## src/design/assert_macros.svh

```systemverilog
// Assertion helpers shared by the design files.
`ifndef ASSERT_MACROS_SVH
`define ASSERT_MACROS_SVH

// Implication checked on every rising edge, skipped during reset.
`define BBD_ASSERT(lbl, clk, rst, prop, msg) \
  lbl: assert property (@(posedge clk) disable iff (rst) prop) else $error(msg);

// Same check, also held while reset is asserted.
`define BBD_ASSERT_ALWAYS(lbl, clk, prop, msg) \
  lbl: assert property (@(posedge clk) prop) else $error(msg);

`endif

```

## src/design/bbd_pkg.sv

```systemverilog
// ----------------------------------------------------------------------------
// bbd_pkg
// Shared types, register indexes and color selection for the Bayer demosaic.
// ----------------------------------------------------------------------------
package bbd_pkg;

  localparam logic [1:0] CFG_IMAGE_WIDTH   = 2'd0;
  localparam logic [1:0] CFG_IMAGE_HEIGHT  = 2'd1;
  localparam logic [1:0] CFG_BAYER_PATTERN = 2'd2;

  // pending result bits
  localparam int PEND_WIN  = 0;
  localparam int PEND_EDGE = 1;
  localparam int PEND_BOT  = 2;

  typedef struct packed {
    logic [7:0]  sample;
    logic [11:0] row;
    logic [11:0] col;
    logic [11:0] edge_col;
    logic [11:0] bot_row;
    logic [1:0]  pattern;
    logic [2:0]  pend;
  } item_t;

  typedef struct packed {
    logic [7:0] blue;
    logic [7:0] green;
    logic [7:0] red;
  } bgr_t;

  function automatic bgr_t window_color(input logic [7:0] w00, input logic [7:0] w01,
                                        input logic [7:0] w10, input logic [7:0] w11,
                                        input logic dr, input logic dc);
    bgr_t       res;
    logic [7:0] ga;
    logic [7:0] gb;
    logic [8:0] sum;
    case ({dr, dc})
      2'b00: begin
        res.red = w00; res.blue = w11; ga = w01; gb = w10;
      end
      2'b01: begin
        res.red = w01; res.blue = w10; ga = w00; gb = w11;
      end
      2'b10: begin
        res.red = w10; res.blue = w01; ga = w11; gb = w00;
      end
      default: begin
        res.red = w11; res.blue = w00; ga = w10; gb = w01;
      end
    endcase
    sum = {1'b0, ga} + {1'b0, gb} + 9'd1;
    res.green = sum[8:1];
    return res;
  endfunction

endpackage

```

## src/design/bbd_pos.sv

```systemverilog
// ----------------------------------------------------------------------------
// bbd_pos
// Configuration registers, frame position counters and result planning.
// ----------------------------------------------------------------------------
module bbd_pos #(
  parameter int WIDTH_LIM = 4096
) (
  input  logic          clk,
  input  logic          rst,
  input  logic          cfg_we,
  input  logic [1:0]    cfg_index,
  input  logic [12:0]   cfg_data,
  input  logic          accept,
  input  logic [7:0]    raw_sample,
  output bbd_pkg::item_t item
);
  import bbd_pkg::*;

  localparam logic [12:0] W_LIM = 13'(WIDTH_LIM);
  localparam logic [12:0] H_LIM = 13'd4096;

  logic [12:0] image_width;
  logic [12:0] image_height;
  logic [1:0]  bayer_pattern;
  logic [11:0] row_count;
  logic [11:0] col_count;
  logic [12:0] w_eff;
  logic [12:0] h_eff;
  logic [11:0] w_last;
  logic [11:0] h_last;
  logic        cfg_hit;

  always_comb begin
    if (image_width < 13'd2) begin
      w_eff = 13'd2;
    end else if (image_width > W_LIM) begin
      w_eff = W_LIM;
    end else begin
      w_eff = image_width;
    end
    if (image_height < 13'd2) begin
      h_eff = 13'd2;
    end else if (image_height > H_LIM) begin
      h_eff = H_LIM;
    end else begin
      h_eff = image_height;
    end
  end

  assign w_last  = 12'(w_eff - 13'd1);
  assign h_last  = 12'(h_eff - 13'd1);
  assign cfg_hit = cfg_we && (cfg_index == CFG_IMAGE_WIDTH || cfg_index == CFG_IMAGE_HEIGHT ||
                              cfg_index == CFG_BAYER_PATTERN);

  always_ff @(posedge clk) begin
    if (rst) begin
      image_width   <= 13'd640;
      image_height  <= 13'd480;
      bayer_pattern <= 2'd1;
      row_count     <= '0;
      col_count     <= '0;
    end else if (cfg_hit) begin
      case (cfg_index)
        CFG_IMAGE_WIDTH:  image_width  <= cfg_data;
        CFG_IMAGE_HEIGHT: image_height <= cfg_data;
        default:          bayer_pattern <= cfg_data[1:0];
      endcase
      row_count <= '0;
      col_count <= '0;
    end else if (accept) begin
      if (col_count == w_last) begin
        col_count <= '0;
        row_count <= (row_count == h_last) ? 12'd0 : row_count + 12'd1;
      end else begin
        col_count <= col_count + 12'd1;
      end
    end
  end

  always_comb begin
    item.sample          = raw_sample;
    item.row             = row_count;
    item.col             = col_count;
    item.edge_col        = w_last;
    item.bot_row         = h_last;
    item.pattern         = bayer_pattern;
    item.pend[PEND_WIN]  = (row_count != 12'd0) && (col_count != 12'd0);
    item.pend[PEND_EDGE] = (row_count != 12'd0) && (col_count == w_last);
    item.pend[PEND_BOT]  = (row_count == h_last);
  end

endmodule

```

## config.mk

```make
export PLATFORM = sky130hd
export DESIGN_NAME = bbd_pos
export DESIGN_NICKNAME = d
export VERILOG_FILES = /design/src/design/assert_macros.svh /design/src/design/bbd_pkg.sv /design/src/design/bbd_pos.sv
export SDC_FILE = /design/constraint.sdc
export NUM_CORES = 1
export LEC_CHECK = 0
export BUFFER_PORTS_ARGS = -buffer_cell sky130_fd_sc_hd__buf_2
export CORE_ASPECT_RATIO = 1.5
export CORE_MARGIN = 1
export CORE_UTILIZATION = 55
export CTS_BUF_LIST = sky130_fd_sc_hd__clkbuf_16
export DETAILED_ROUTE_END_ITERATION = 8
export PLACE_DENSITY = 0.81
export SYNTH_ARGS = -nofsm -noshare
export SYNTH_HDL_FRONTEND = slang
export SYNTH_SLANG_ARGS = --single-unit
```

## constraint.sdc

```tcl
create_clock -name clk -period 4.61 [get_ports clk]
set_clock_uncertainty 0.15 [all_clocks]
set_input_delay 0 -clock clk [delete_from_list [all_inputs] [get_ports clk]]
set_output_delay 0 -clock clk [all_outputs]
set_load 0.01 [all_outputs]
```

==> run metrics <==
Worst-path clk slew=60 ps; Layout Utilization=68.5%; Inserted Clock Buffers=5; Final Max Tran Viols=0; filler cell count=551; Die Wd=70.1 µm; I/O Pins=88; FF-to-FF setup slack=340 ps; area of the multi-input gates=2500 µm²; Initial Util=57.7%; GRT Util Overall=31.1%; antenna viol nets, final=0; R2R depth=13; maximum vdd drop=0.150 mV; Root Driver=clkbuf_16; worst path required time=4680 ps; first-pass GRT wire length=18,500 µm; RePlAce Congestion=1.00; post-synthesis sequential area ratio=27.2%; grt ovf=0; Post-Syn Nets=562; r2r endpoint=row_count[8]; placed cells=642; unrepaired setup endpoints after global routing=false; CP Launch Type=register; total power=1.05 mW; WL/cell=16.6 µm; Synth Register Bits=52; crit end category=register; Max Fclk=234 MHz; H-tree lvl count=2; Avg Cell Area, Syn=7.23 µm²; final net count=629; DR iter-0 viols=347; Netlist cell types=63; vias per cell=6.22; pwr dens=232 nW/µm²; # clock sinks=52; PortBufs=71; Die ar.=7300 µm²; share of cells above drive strength 1=16.8%; top post-synthesis cells by area=dfxtp_1 (27%), nand2_1 (9.1%), a21oi_1 (4.1%); DP Worst Slack=407 ps; worst setup path end=row_count[8]; Layout area overhead=18.6%; insertion delay to the later sink of the worst-skew pair=290 ps; initial antenna violation count=1; worst path arrival time=4340 ps; vias=4,187; ys async rst share=0%; Hold Violations, Final=0; DRC violations left=0; Min Hold Slack=34.5 ps; Worst Tran Pin Value=972 ps; Max-Cap Viols=0; yosys warns=0; vias in the first global route=3,858; final cell count without fillers=673; largest net degree at the start of global routing=30; worst r2r src=image_width[6]; Hold WC Path Type=input pin to register; Worst Setup SP=image_width[6]; Most used DFF post-synth=dfxtp_1; Period minus WS final=4270 ps; Tcrit/Tclk final=92.7%; setup TNS=0 ps; critical setup path kind=register to register; Synth area leader=dfxtp_1; top-area cell type share of the netlist area=27.2%; outcome=finished, final reports clean; Detailed Routing Iterations Pass 1=6; EDFF count, synth=0; Setup violations, final=0; CTS tree=yes; Slew headroom=34.7%; DP HPWL=7930 µm; Cell Rows=36; Synth Instances=529; Seq. cell area=1040 µm²; core area=6620 µm²; WL final=11,200 µm; Mapped Area=3820 µm²; final worst-path setup slack=338 ps; leakage=1.84 nW; critical path peak fanout=13; Clock Path Buffers=2; Post-CTS Resized=0; cell area after layout=4530 µm²; die height=104 µm; Placed Area=4170 µm²
-- synthesized netlist by cell type (all sizes together) (9+ instances only) --
library cell and n:
nand2 93, dfxtp 52, nor2 37, clkbuf 36
a21oi 31, nor4 19, xnor2 17, inv 15
nand3 15, buf 13, o21ai 13, nor3 12
xor2 12, nand2b 10, nand4 10, a21boi 9
nand3b 9, or4 9
-- per-layer routing --
metal | track usage (%) | part of all wire [%] | vias up
met2 | 54.5 | 50 | 191
met3 | 4.75 | 5.3 | 54
met4 | 17.3 | 5.1 | 0
li1 | - | - | 2016
met5 | 0 | 0 | -
met1 | 35.3 | 39 | 1926
-- area by class of cell --
| type | count | share of cell area [%] |
|---|---|---|
| clock inverter | 2 | 0.193 |
| antenna | 1 | 0.0552 |
| sequential | 52 | 23.0 |
| timing repair buffer | 109 | 15.4 |
| multi-input combinational | 411 | 55.1 |
| inverter | 17 | 1.41 |
| clock buffer | 5 | 2.76 |
| tap | 76 | 2.10 |
-- worst min-delay path by stage --
| stage | startpoint | end | depth (start not counted) |
|---|---|---|---|
| after CTS | cfg_index[1] | bayer_pattern[0] | 4 |
| after detailed placement | raw_sample[0] | item[53] | 0 |
| after global routing | cfg_index[1] | bayer_pattern[1] | 4 |
| final | cfg_index[1] | bayer_pattern[0] | 4 |
| after global placement | raw_sample[0] | item[53] | 0 |
| after floorplan | raw_sample[0] | item[53] | 1 |
-- repair_timing --
| item | in CTS | in global routing |
|---|---|---|
| buffers inserted | 0 | 0 |
| hold buffers | 23 | 0 |
| setup endpoints to repair | 0 | 0 |
| endpoints found under the hold margin | 41 | 0 |
-- layout by cell type, fill, tap and decap left out, drive strengths merged, types with 13 or more instances in the layout --
master | netlist | layout
inv | 15 | 16
nand2 | 93 | 93
a21oi | 31 | 31
dfxtp | 52 | 52
o21ai | 13 | 13
buf | 13 | 86
nor2 | 37 | 37
xnor2 | 17 | 17
nor4 | 19 | 19
nand3 | 15 | 15
dlygate4sd3 | 0 | 23
-- critical path, cell delays in order, from the launching register on --
cell      delay (ps)
dfxtp_1          500
nor3_1           100
buf_4            170
a311oi_1         510
inv_1            130
ha_1             250
buf_4            200
and3_1           170
a211oi_1         550
xnor2_1          180
and4b_1          250
nand4_2          290
or4_1            600
a21boi_1         170
-- registers in the layout, indices dropped and copies added (netlist names) --
| name | cells |
|---|---|
| col_count | 12 |
| image_width | 13 |
| image_height | 13 |
| bayer_pattern | 2 |
| row_count | 12 |
-- report_power, final --
part | total [mW] | switching [mW] | internal (mW) | leakage (nW)
Sequential | 0.476 | 0.0167 | 0.459 | 0.422
Combinational | 0.223 | 0.124 | 0.0988 | 1.35
Clock | 0.355 | 0.159 | 0.195 | 0.0709
Total | 1.05 | 0.300 | 0.753 | 1.84
-- logic make-up after synthesis --
logic type               after synthesis  synth area share [%]
AO/OA/AOI/OAI                        110                  19.8
XOR/XNOR                              29                  6.64
adder cells (fa/ha/maj)                6                  1.96
buffers and inverters                 66                  7.40
flip-flops                            52                  27.2
multiplexers                           7                  1.83
AND/OR/NAND/NOR                      259                  35.1
Power figures use the tool's default switching activity.
