`src/design/assert_macros.svh`:
```
// Assertion helpers shared by the design files.
`ifndef ASSERT_MACROS_SVH
`define ASSERT_MACROS_SVH

// Implication checked on every rising edge, skipped during reset.
`define BBD_ASSERT(lbl, clk, rst, prop, msg) \
  lbl: assert property (@(posedge clk) disable iff (rst) prop) else $error(msg);

// Same check, also held while reset is asserted.
`define BBD_ASSERT_ALWAYS(lbl, clk, prop, msg) \
  lbl: assert property (@(posedge clk) prop) else $error(msg);

`endif

```
`src/design/bbd_pkg.sv`:
```
// ----------------------------------------------------------------------------
// bbd_pkg
// Shared types, register indexes and color selection for the Bayer demosaic.
// ----------------------------------------------------------------------------
package bbd_pkg;

  localparam logic [1:0] CFG_IMAGE_WIDTH   = 2'd0;
  localparam logic [1:0] CFG_IMAGE_HEIGHT  = 2'd1;
  localparam logic [1:0] CFG_BAYER_PATTERN = 2'd2;

  // pending result bits
  localparam int PEND_WIN  = 0;
  localparam int PEND_EDGE = 1;
  localparam int PEND_BOT  = 2;

  typedef struct packed {
    logic [7:0]  sample;
    logic [11:0] row;
    logic [11:0] col;
    logic [11:0] edge_col;
    logic [11:0] bot_row;
    logic [1:0]  pattern;
    logic [2:0]  pend;
  } item_t;

  typedef struct packed {
    logic [7:0] blue;
    logic [7:0] green;
    logic [7:0] red;
  } bgr_t;

  function automatic bgr_t window_color(input logic [7:0] w00, input logic [7:0] w01,
                                        input logic [7:0] w10, input logic [7:0] w11,
                                        input logic dr, input logic dc);
    bgr_t       res;
    logic [7:0] ga;
    logic [7:0] gb;
    logic [8:0] sum;
    case ({dr, dc})
      2'b00: begin
        res.red = w00; res.blue = w11; ga = w01; gb = w10;
      end
      2'b01: begin
        res.red = w01; res.blue = w10; ga = w00; gb = w11;
      end
      2'b10: begin
        res.red = w10; res.blue = w01; ga = w11; gb = w00;
      end
      default: begin
        res.red = w11; res.blue = w00; ga = w10; gb = w01;
      end
    endcase
    sum = {1'b0, ga} + {1'b0, gb} + 9'd1;
    res.green = sum[8:1];
    return res;
  endfunction

endpackage

```
`src/design/bbd_out.sv`:
```
// ----------------------------------------------------------------------------
// bbd_out
// Window stage and output register: builds each result and hands it out.
// ----------------------------------------------------------------------------
module bbd_out (
  input  logic           clk,
  input  logic           rst,
  input  logic           in_valid,
  input  bbd_pkg::item_t item_in,
  input  logic [7:0]     above,
  output logic           in_stall,
  output logic           accept,
  output logic           out_valid,
  input  logic           out_stall,
  output logic [11:0]    pix_row,
  output logic [11:0]    pix_col,
  output logic [7:0]     blue_out,
  output logic [7:0]     green_out,
  output logic [7:0]     red_out,
  output logic           run_last
);
  import bbd_pkg::*;

  logic       a_valid;
  item_t      a_item;
  logic [2:0] pend;
  logic [2:0] pend_next;
  logic [7:0] prev_left;
  logic [7:0] prev_samp;
  logic       can_load;
  logic       load;
  logic       a_done;
  logic [11:0] r_row;
  logic [11:0] r_col;
  bgr_t       win_bgr;
  bgr_t       r_bgr;

  assign can_load  = !out_valid || !out_stall;
  assign pend_next = pend & (pend - 3'd1);
  assign load      = a_valid && (pend != 3'd0) && can_load;
  assign a_done    = a_valid && ((pend == 3'd0) || (can_load && pend_next == 3'd0));
  assign in_stall  = rst || (a_valid && !a_done);
  assign accept    = in_valid && !in_stall;

  assign win_bgr = window_color(prev_left, above, prev_samp, a_item.sample,
                                a_item.pattern[1] ^ ~a_item.row[0],
                                a_item.pattern[0] ^ ~a_item.col[0]);

  always_comb begin
    if (pend[PEND_WIN]) begin
      r_row = a_item.row - 12'd1;
      r_col = a_item.col - 12'd1;
      r_bgr = win_bgr;
    end else if (pend[PEND_EDGE]) begin
      r_row = a_item.row - 12'd1;
      r_col = a_item.edge_col;
      r_bgr = '0;
    end else begin
      r_row = a_item.bot_row;
      r_col = a_item.col;
      r_bgr = '0;
    end
  end

  always_ff @(posedge clk) begin
    if (rst) begin
      a_valid   <= 1'b0;
      pend      <= '0;
      prev_left <= '0;
      prev_samp <= '0;
    end else begin
      if (a_done) begin
        prev_left <= above;
        prev_samp <= a_item.sample;
      end
      if (accept) begin
        a_valid <= 1'b1;
        pend    <= item_in.pend;
      end else if (a_done) begin
        a_valid <= 1'b0;
        pend    <= '0;
      end else if (load) begin
        pend <= pend_next;
      end
    end
  end

  always_ff @(posedge clk) begin
    if (accept) begin
      a_item <= item_in;
    end
  end

  always_ff @(posedge clk) begin
    if (rst) begin
      out_valid <= 1'b0;
    end else if (load) begin
      out_valid <= 1'b1;
    end else if (!out_stall) begin
      out_valid <= 1'b0;
    end
  end

  always_ff @(posedge clk) begin
    if (load) begin
      pix_row   <= r_row;
      pix_col   <= r_col;
      blue_out  <= r_bgr.blue;
      green_out <= r_bgr.green;
      red_out   <= r_bgr.red;
      run_last  <= (pend_next == 3'd0);
    end
  end

endmodule

```
`config.mk`:
```
export PLATFORM = sky130hd
export DESIGN_NAME = bbd_out
export DESIGN_NICKNAME = d
export VERILOG_FILES = /design/src/design/assert_macros.svh /design/src/design/bbd_pkg.sv /design/src/design/bbd_out.sv
export SDC_FILE = /design/constraint.sdc
export NUM_CORES = 1
export LEC_CHECK = 0
export ABC_AREA = 0
export BUFFER_PORTS_ARGS = -buffer_cell sky130_fd_sc_hd__buf_2
export CORE_MARGIN = 8
export CORE_UTILIZATION = 55
export CTS_BUF_LIST = sky130_fd_sc_hd__clkbuf_16
export DETAILED_ROUTE_END_ITERATION = 7
export PLACE_DENSITY_LB_ADDON = 0.1
export SETUP_SLACK_MARGIN = 0.5
export SYNTH_ARGS = -nofsm -noshare
export SYNTH_HDL_FRONTEND = slang
export SYNTH_SLANG_ARGS = --single-unit
```
`constraint.sdc`:
```
create_clock -name clk -period 9.55 [get_ports clk]
set_clock_uncertainty 0.2 [all_clocks]
set_input_delay 1.91 -clock clk [delete_from_list [all_inputs] [get_ports clk]]
set_output_delay 1.91 -clock clk [all_outputs]
set_load 0.005 [all_outputs]
```
==> results by group, run 1 <==
Setup path
  – R2R Path Start: a_item[29]
  – CP endpoint kind: primary output
  – CP max FO: 59
  – R2R setup slack: 5.93 ns
  – Worst Path Arrival: 3.63 ns
  – FF-to-FF End: green_out[7]
  – Worst Setup Start Kind: input port
  – Cells on worst reg2reg path: 11
  – Setup Crit Path Kind: in -> out
  – Required @ worst endpoint: 7.44 ns

Clock network
  – Hold Buf Count CTS: 0
  – Clock Path Buffers: 2
  – Clk sinks: 128
  – CTS root buf: clkbuf_16
  – H-tree depth: 4
  – Worst skew pair latency: 0.43 ns
  – CTS Buf Count: 17
  – Worst-path clk slew: around 0.05 ns
  – Post-CTS setup buffers: 0
  – CTS tree: done
  – Post-cts resize count: 0

Timing
  – Fin. Hold Viols: 0
  – Worst-margin pin slew: 1.003 ns
  – Relative slew slack: 0.3307
  – RSZ-0062 raised after global routing: false
  – Min Tclk post-route: 5.739 ns
  – Final TNS setup: 0 ns
  – Fmax: 174.2 MHz
  – Final Max Slew Viols: 0
  – # setup viols final: 0
  – Final period utilization: 0.6009
  – Worst hold margin: approximately 0.32 ns

Synthesis
  – Synth Flop Type: edfxtp_1
  – Syn_area_per_cell: 12.62 um^2
  – Yosys reg bits: 128
  – Synth async-reset ratio: 0
  – Synthesized net count: 550
  – Post-synthesis sequential area ratio: 0.6167
  – Yosys cell types: 42
  – Syn Std Cell Area: 0.005892 mm^2
  – Total of warnings raised by yosys: 0
  – Mapped Cells: 467
  – Post-synth EDFFs: 107

Placement
  – Placed Instances: 712
  – Routability cong.: 0.8166
  – Buffers added on ports: 124
  – Area after DPL: approximately 0.0067 mm^2
  – Post-DP HPWL: just under 9000 um

Global routing
  – Grt total ovfl: 0
  – First-pass GRT wire length: 20520 um
  – Initial antenna violation count: 0
  – GRT Total Usage: 0.1848
  – Largest net degree at the start of global routing: 60
  – Vias in the first global route: 4185

Floorplanning
  – Initial Util: 0.5682
  – CORE AREA: around 0.010 mm^2
  – Row cnt: 37
  – Die ar.: 0.01428 mm^2
  – IO Pins: 125
  – Die Ht: 119.5 um
  – Die Wd: between 100 and 150 um

Power
  – P per Cell Area: approximately 200 mW/mm^2
  – Worst vdd ir: 0.1541 mV
  – Static Leakage: 3.111 nW
  – Total power: approximately 0.0014 W

Routing
  – Drt total wl: 12480 um
  – Antenna-violating nets left: 0
  – Drt wl/cell: 16.75 um
  – DR pass1 iterations: 4
  – Uppermost layer routed: met4
  – DRC viols: 0
  – Metal-1 WL: roughly 5300 um
  – Routed length on met2: around 6100 um
  – Vias per cell: 5.333
  – DR iter-0 viols: 177
  – Vias: 3973
  – DR WL met3: 828 um

Flow run
  – MaxCap Viol Count: 0

Finish
  – Final nets: 678
  – Cell Count, Final, Fillers Out: 745
  – Final Cell Area: 0.007251 mm^2
  – Commonest non-fill, non-tap cell in the layout: buf_2
  – Share of post-route cells with drive strength above 1: 0.2697
  – Area delta synth->final: 23.06%
  – Most frequent cells in the layout: buf_2, edfxtp_1, mux2i_1, nand2_1, nor2_1

Min path
  – HP Start: prev_samp[4]
  – WHS Path Cells: 2
  – Hold EP: prev_samp[4]
  – Worst hold-check path type: reg -> reg

Status
  – Status: completed
-- area by class of cell --
class	count	area, um^2
Sequential cell	128	3633
Fill cell	777	3119
Multi-Input combinational cell	306	2145
Timing Repair Buffer	130	665.6
Clock buffer	17	425.4
Tap cell	136	170.2
Clock inverter	15	163.9
Inverter	12	45.04
Antenna cell	1	2.502
-- Yosys cell counts, types with 3 or more instances --
| cell type | count | area share |
|---|---|---|
| edfxtp_1 | 107 | 0.55 |
| nor3_1 | 10 | 0.0085 |
| buf_2 | 4 | 0.0034 |
| a211oi_1 | 4 | 0.0051 |
| inv_1 | 12 | 0.0076 |
| mux2i_1 | 69 | 0.12 |
| xor2_1 | 8 | 0.012 |
| o211a_1 | 3 | 0.0051 |
| and3_1 | 14 | 0.015 |
| dfxtp_1 | 21 | 0.071 |
| clkbuf_1 | 12 | 0.0076 |
| nor2b_1 | 5 | 0.0053 |
| a31oi_1 | 3 | 0.0032 |
| and2_1 | 4 | 0.0042 |
| a21oi_1 | 17 | 0.014 |
| xnor2_1 | 15 | 0.022 |
| o21ai_0 | 20 | 0.017 |
| nand2_1 | 61 | 0.039 |
| nor2_1 | 36 | 0.023 |
| ha_1 | 9 | 0.019 |
| nor4_1 | 4 | 0.0042 |
-- where the power goes --
group / leakage (nW) / internal (W) / switching, W / total [W]
Combinational: 1.64 / 0.0000658 / 0.0000803 / 0.000146
Clock: 0.311 / 0.000426 / 0.000220 / 0.000645
Sequential: 1.16 / 0.000632 / 0.0000141 / 0.000646
Total: 3.11 / 0.00112 / 0.000314 / 0.00144
-- worst max path at each step --
stage | start | end | slack (ns) | cells after the start
after global routing | out_stall | accept | 3.65 | 8
after detailed placement | out_stall | accept | 3.80 | 8
after CTS | out_stall | accept | 3.79 | 8
after floorplan | out_stall | accept | 3.76 | 5
after global placement | out_stall | accept | 3.84 | 8
final | out_stall | accept | 3.81 | 8
-- sequential cells by signal, indices dropped and copies added, names as in the netlist --
register   flops
prev_samp      8
run_last       1
pix_col       12
pix_row       12
a_valid        1
a_item        58
red_out        8
pend           3
green_out      8
blue_out       8
out_valid      1
prev_left      8
-- metrics by stage --
step	setup slack (ns)	util
floorplan	3.756	-
global placement	3.841	0.6421
detailed placement	3.802	0.6421
CTS	3.790	0.6990
global route	3.646	0.6990
finish	3.811	0.6992
-- cells by family after synthesis --
group,after synthesis,share of synthesized area
and+or+nand+nor,143,0.1094
muxes,71,0.1249
adders and majority gates,10,0.02251
xor gates and xnor gates,26,0.04438
AOI/OAI and AO/OA,56,0.05776
DFF,128,0.6167
buffers and inverters,33,0.02442
-- critical path, stage by stage --
cell and delay, ns:
buf_2 0.12, nand2_1 0.17, a31o_2 0.19, nor2b_1 0.17, nand2_1 0.17, inv_2 0.07
buf_4 0.57, buf_2 0.23
-- metal layers --
layer	vias to the layer above	global-route usage
met4	0	0.07806
met1	1880	0.2087
met3	13	0.07970
li1	1949	-
met5	-	0
met2	131	0.3018
Power figures use the tool's default switching activity.
==> inputs of run 2 (changes only) <==
Settings changed: CORE_UTILIZATION 55 to 49.
Clock period 9.55 ns to 5.15 ns, I/O delays scaled along.
==> results by group, run 2 (synthesis results as in run 1) <==
Global routing
  – Largest net degree at the start of global routing: 59 (-1.7%)
  – Grt total ovfl: 0 (unchanged)
  – Met2 Use GR: 0.2676 (-0.03414)
  – Busiest layer in global routing: met2
  – Initial antenna violation count: 1 (+1)
  – GRT Total Usage: 0.1587 (-0.02614)
  – Met1 usage: 0.1816 (-0.02712)
  – Vias in the first global route: 4094 (-2.2%)
  – Met3 usage in global routing: 0.05696 (-0.02274)
  – First-pass GRT wire length: 19820 um (-3.4%)

Clock network
  – Worst skew pair latency: 0.41 ns (-0.02 ns)
  – Post-CTS setup buffers: 0 (unchanged)
  – Clk sinks: 128 (unchanged)
  – CTS tree: done
  – Post-cts resize count: 0 (unchanged)
  – CTS Buf Count: 17 (unchanged)
  – Hold Buf Count CTS: 0 (unchanged)
  – H-tree depth: 4 (unchanged)
  – Worst-path clk slew: 0.06 ns (about the same)
  – CTS root buf: clkbuf_16
  – Clock Path Buffers: 2 (unchanged)

Floorplanning
  – IO Pins: 125 (unchanged)
  – Initial Util: 0.4967 (-0.07144)
  – Die ar.: 0.01579 mm^2 (+11%)
  – Die Wd: 125.7 um (+5.2%)
  – Row cnt: 40 (+8.1%)
  – CORE AREA: 0.01186 mm^2 (+14%)
  – Die Ht: 125.7 um (+5.2%)

Setup path
  – CP endpoint kind: primary output
  – Crit path cell chain: o31ai_1 > a31o_2 > nor2b_1 > nand2_1 > inv_2 > buf_2
  – Worst Setup Start Kind: register
  – CP max stage delay: 0.91 ns (+0.34 ns)
  – Setup Crit Path Kind: reg -> out
  – CP max FO: 23 (-61%)
  – Required @ worst endpoint: 3.92 ns (-3.52 ns)
  – Critical Path Source: pend[1]
  – Slowest-stage cell, CP: dfxtp_1
  – CP top delay family: flip-flops
  – CP bufs+invs: 2 (-2)
  – Worst Path Arrival: 2.46 ns (-1.17 ns)
  – R2R Path Start: a_item[29]

Finish
  – Commonest non-fill, non-tap cell in the layout: buf_2
  – Top flop regs: a_item: 58 flops, pix_col: 12 flops, pix_row: 12 flops
  – Largest register FFs: 58 (unchanged)
  – Final nets: 678 (unchanged)
  – Fill cell count: 976 (+26%)
  – Top reg by flops: a_item
  – Ant. Diodes: 0 (-1)
  – Area delta synth->final: 23.06% (unchanged)
  – Share of post-route cells with drive strength above 1: 0.2763 (+0.006579)
  – Most frequent cells in the layout: buf_2, edfxtp_1, mux2i_1, nand2_1, nor2_1
  – Cell Count, Final, Fillers Out: 755 (+1.3%)

Timing
  – RSZ-0062 raised after global routing: false
  – Worst-margin pin slew: 0.9945 ns (-0.008107 ns)
  – # setup viols final: 0 (unchanged)
  – Final period utilization: 0.7155
  – Fin. Hold Viols: 0 (unchanged)
  – PnR worst setup slack: 1.465 ns (-2.346 ns)
  – Final TNS setup: 0 ns (unchanged)
  – Min Tclk post-route: 3.685 ns
  – Relative slew slack: 0.3356 (+0.004840)
  – Fmax: 271.4 MHz
  – Final Max Slew Viols: 0 (unchanged)

Min path
  – Worst hold-check path type: reg -> reg
  – HP Start: prev_left[4]

Routing
  – DR pass1 iterations: 4 (unchanged)
  – Antenna-violating nets left: 0 (unchanged)
  – Drt total wl: 12210 um (-2.1%)
  – DR iter-0 viols: 196 (+11%)
  – Vias per cell: 5.171 (-3.0%)
  – Drt wl/cell: 16.18 um (-3.4%)
  – Vias: 3904 (-1.7%)
  – DRC viols: 0 (unchanged)

Power
  – Gate power share: 0.103 (about the same)
  – Clock power frac: 0.441 (-0.008)
  – Static Leakage: 3.088 nW (-0.75%)
  – Switching Share: 0.2233 (+0.004724)
  – Reg power frac: 0.455 (+0.006)
  – Worst vdd ir: 0.2280 mV (+48%)
  – Switch Pwr: 0.0005867 W (+87%)
  – P per Cell Area: 362.4 mW/mm^2 (+83%)
  – Internal: 0.002041 W (+82%)

Placement
  – Placed Instances: 723 (+1.5%)
  – Post-DP HPWL: 8897 um (+2.6%)
  – Buffers added on ports: 124 (unchanged)
  – Routability cong.: 0.8257 (+1.1%)
  – Setup slack after placement: 1.552 ns (-2.250 ns)

Flow run
  – MaxCap Viol Count: 0 (unchanged)

Status
  – Status: completed
==> run 2: routing by layer <==
metal / routed length [um] / vias up
li1: - / 1955
met1: 5261 / 1824
met2: 6054 / 105
met3: 703 / 18
met4: 179 / 2
met5: 13 / -
==> run 2: stage by stage <==
step / hold WS (ns) / total power [W] / util / area (um^2)
floorplan: 0.2853 / 0.001402 / - / 5892
global route: 0.3445 / 0.002736 / 0.6113 / 7251
detailed placement: 0.3143 / 0.001491 / 0.5626 / 6673
CTS: 0.3294 / 0.002653 / 0.6113 / 7251
finish: 0.3233 / 0.002628 / 0.6113 / 7251
global placement: 0.2999 / 0.001485 / 0.5626 / 6673
==> run 2: path summary, 6_finish.rpt <==
kind | cells after the start | slack [ns] | endpoint
setup / recovery | 6 | 1.46 | accept
hold / removal | 2 | 0.32 | prev_left[4]
setup reg to reg | 11 | 1.50 | green_out[7]
hold reg to reg | 2 | 0.32 | prev_left[4]
==> run 2: worst min-delay path, cell delays in order (launching register included) <==
cell,delay (ns)
dfxtp_1,0.34
mux2i_1,0.08
nor2_1,0.07
==> run 2: power by group through the flow <==
stage	registers [W]	clock network, W	logic (W)
after global routing	0.00120	0.00123	0.000305
final	0.00120	0.00116	0.000272
after global placement	0.00122	0	0.000268
after CTS	0.00120	0.00118	0.000276
after detailed placement	0.00122	0	0.000274
after floorplan	0.00121	0	0.000190
==> run 2: final cells by class <==
cell class                      instances  area, um^2  share of cell area
Clock buffer                           17       425.4             0.05867
Clock inverter                         15       152.6             0.02105
Inverter                               12       45.04            0.006212
Multi-Input combinational cell        306        2145              0.2958
Sequential cell                       128        3633              0.5011
Tap cell                              147       183.9             0.02537
Timing Repair Buffer                  130       665.6             0.09180
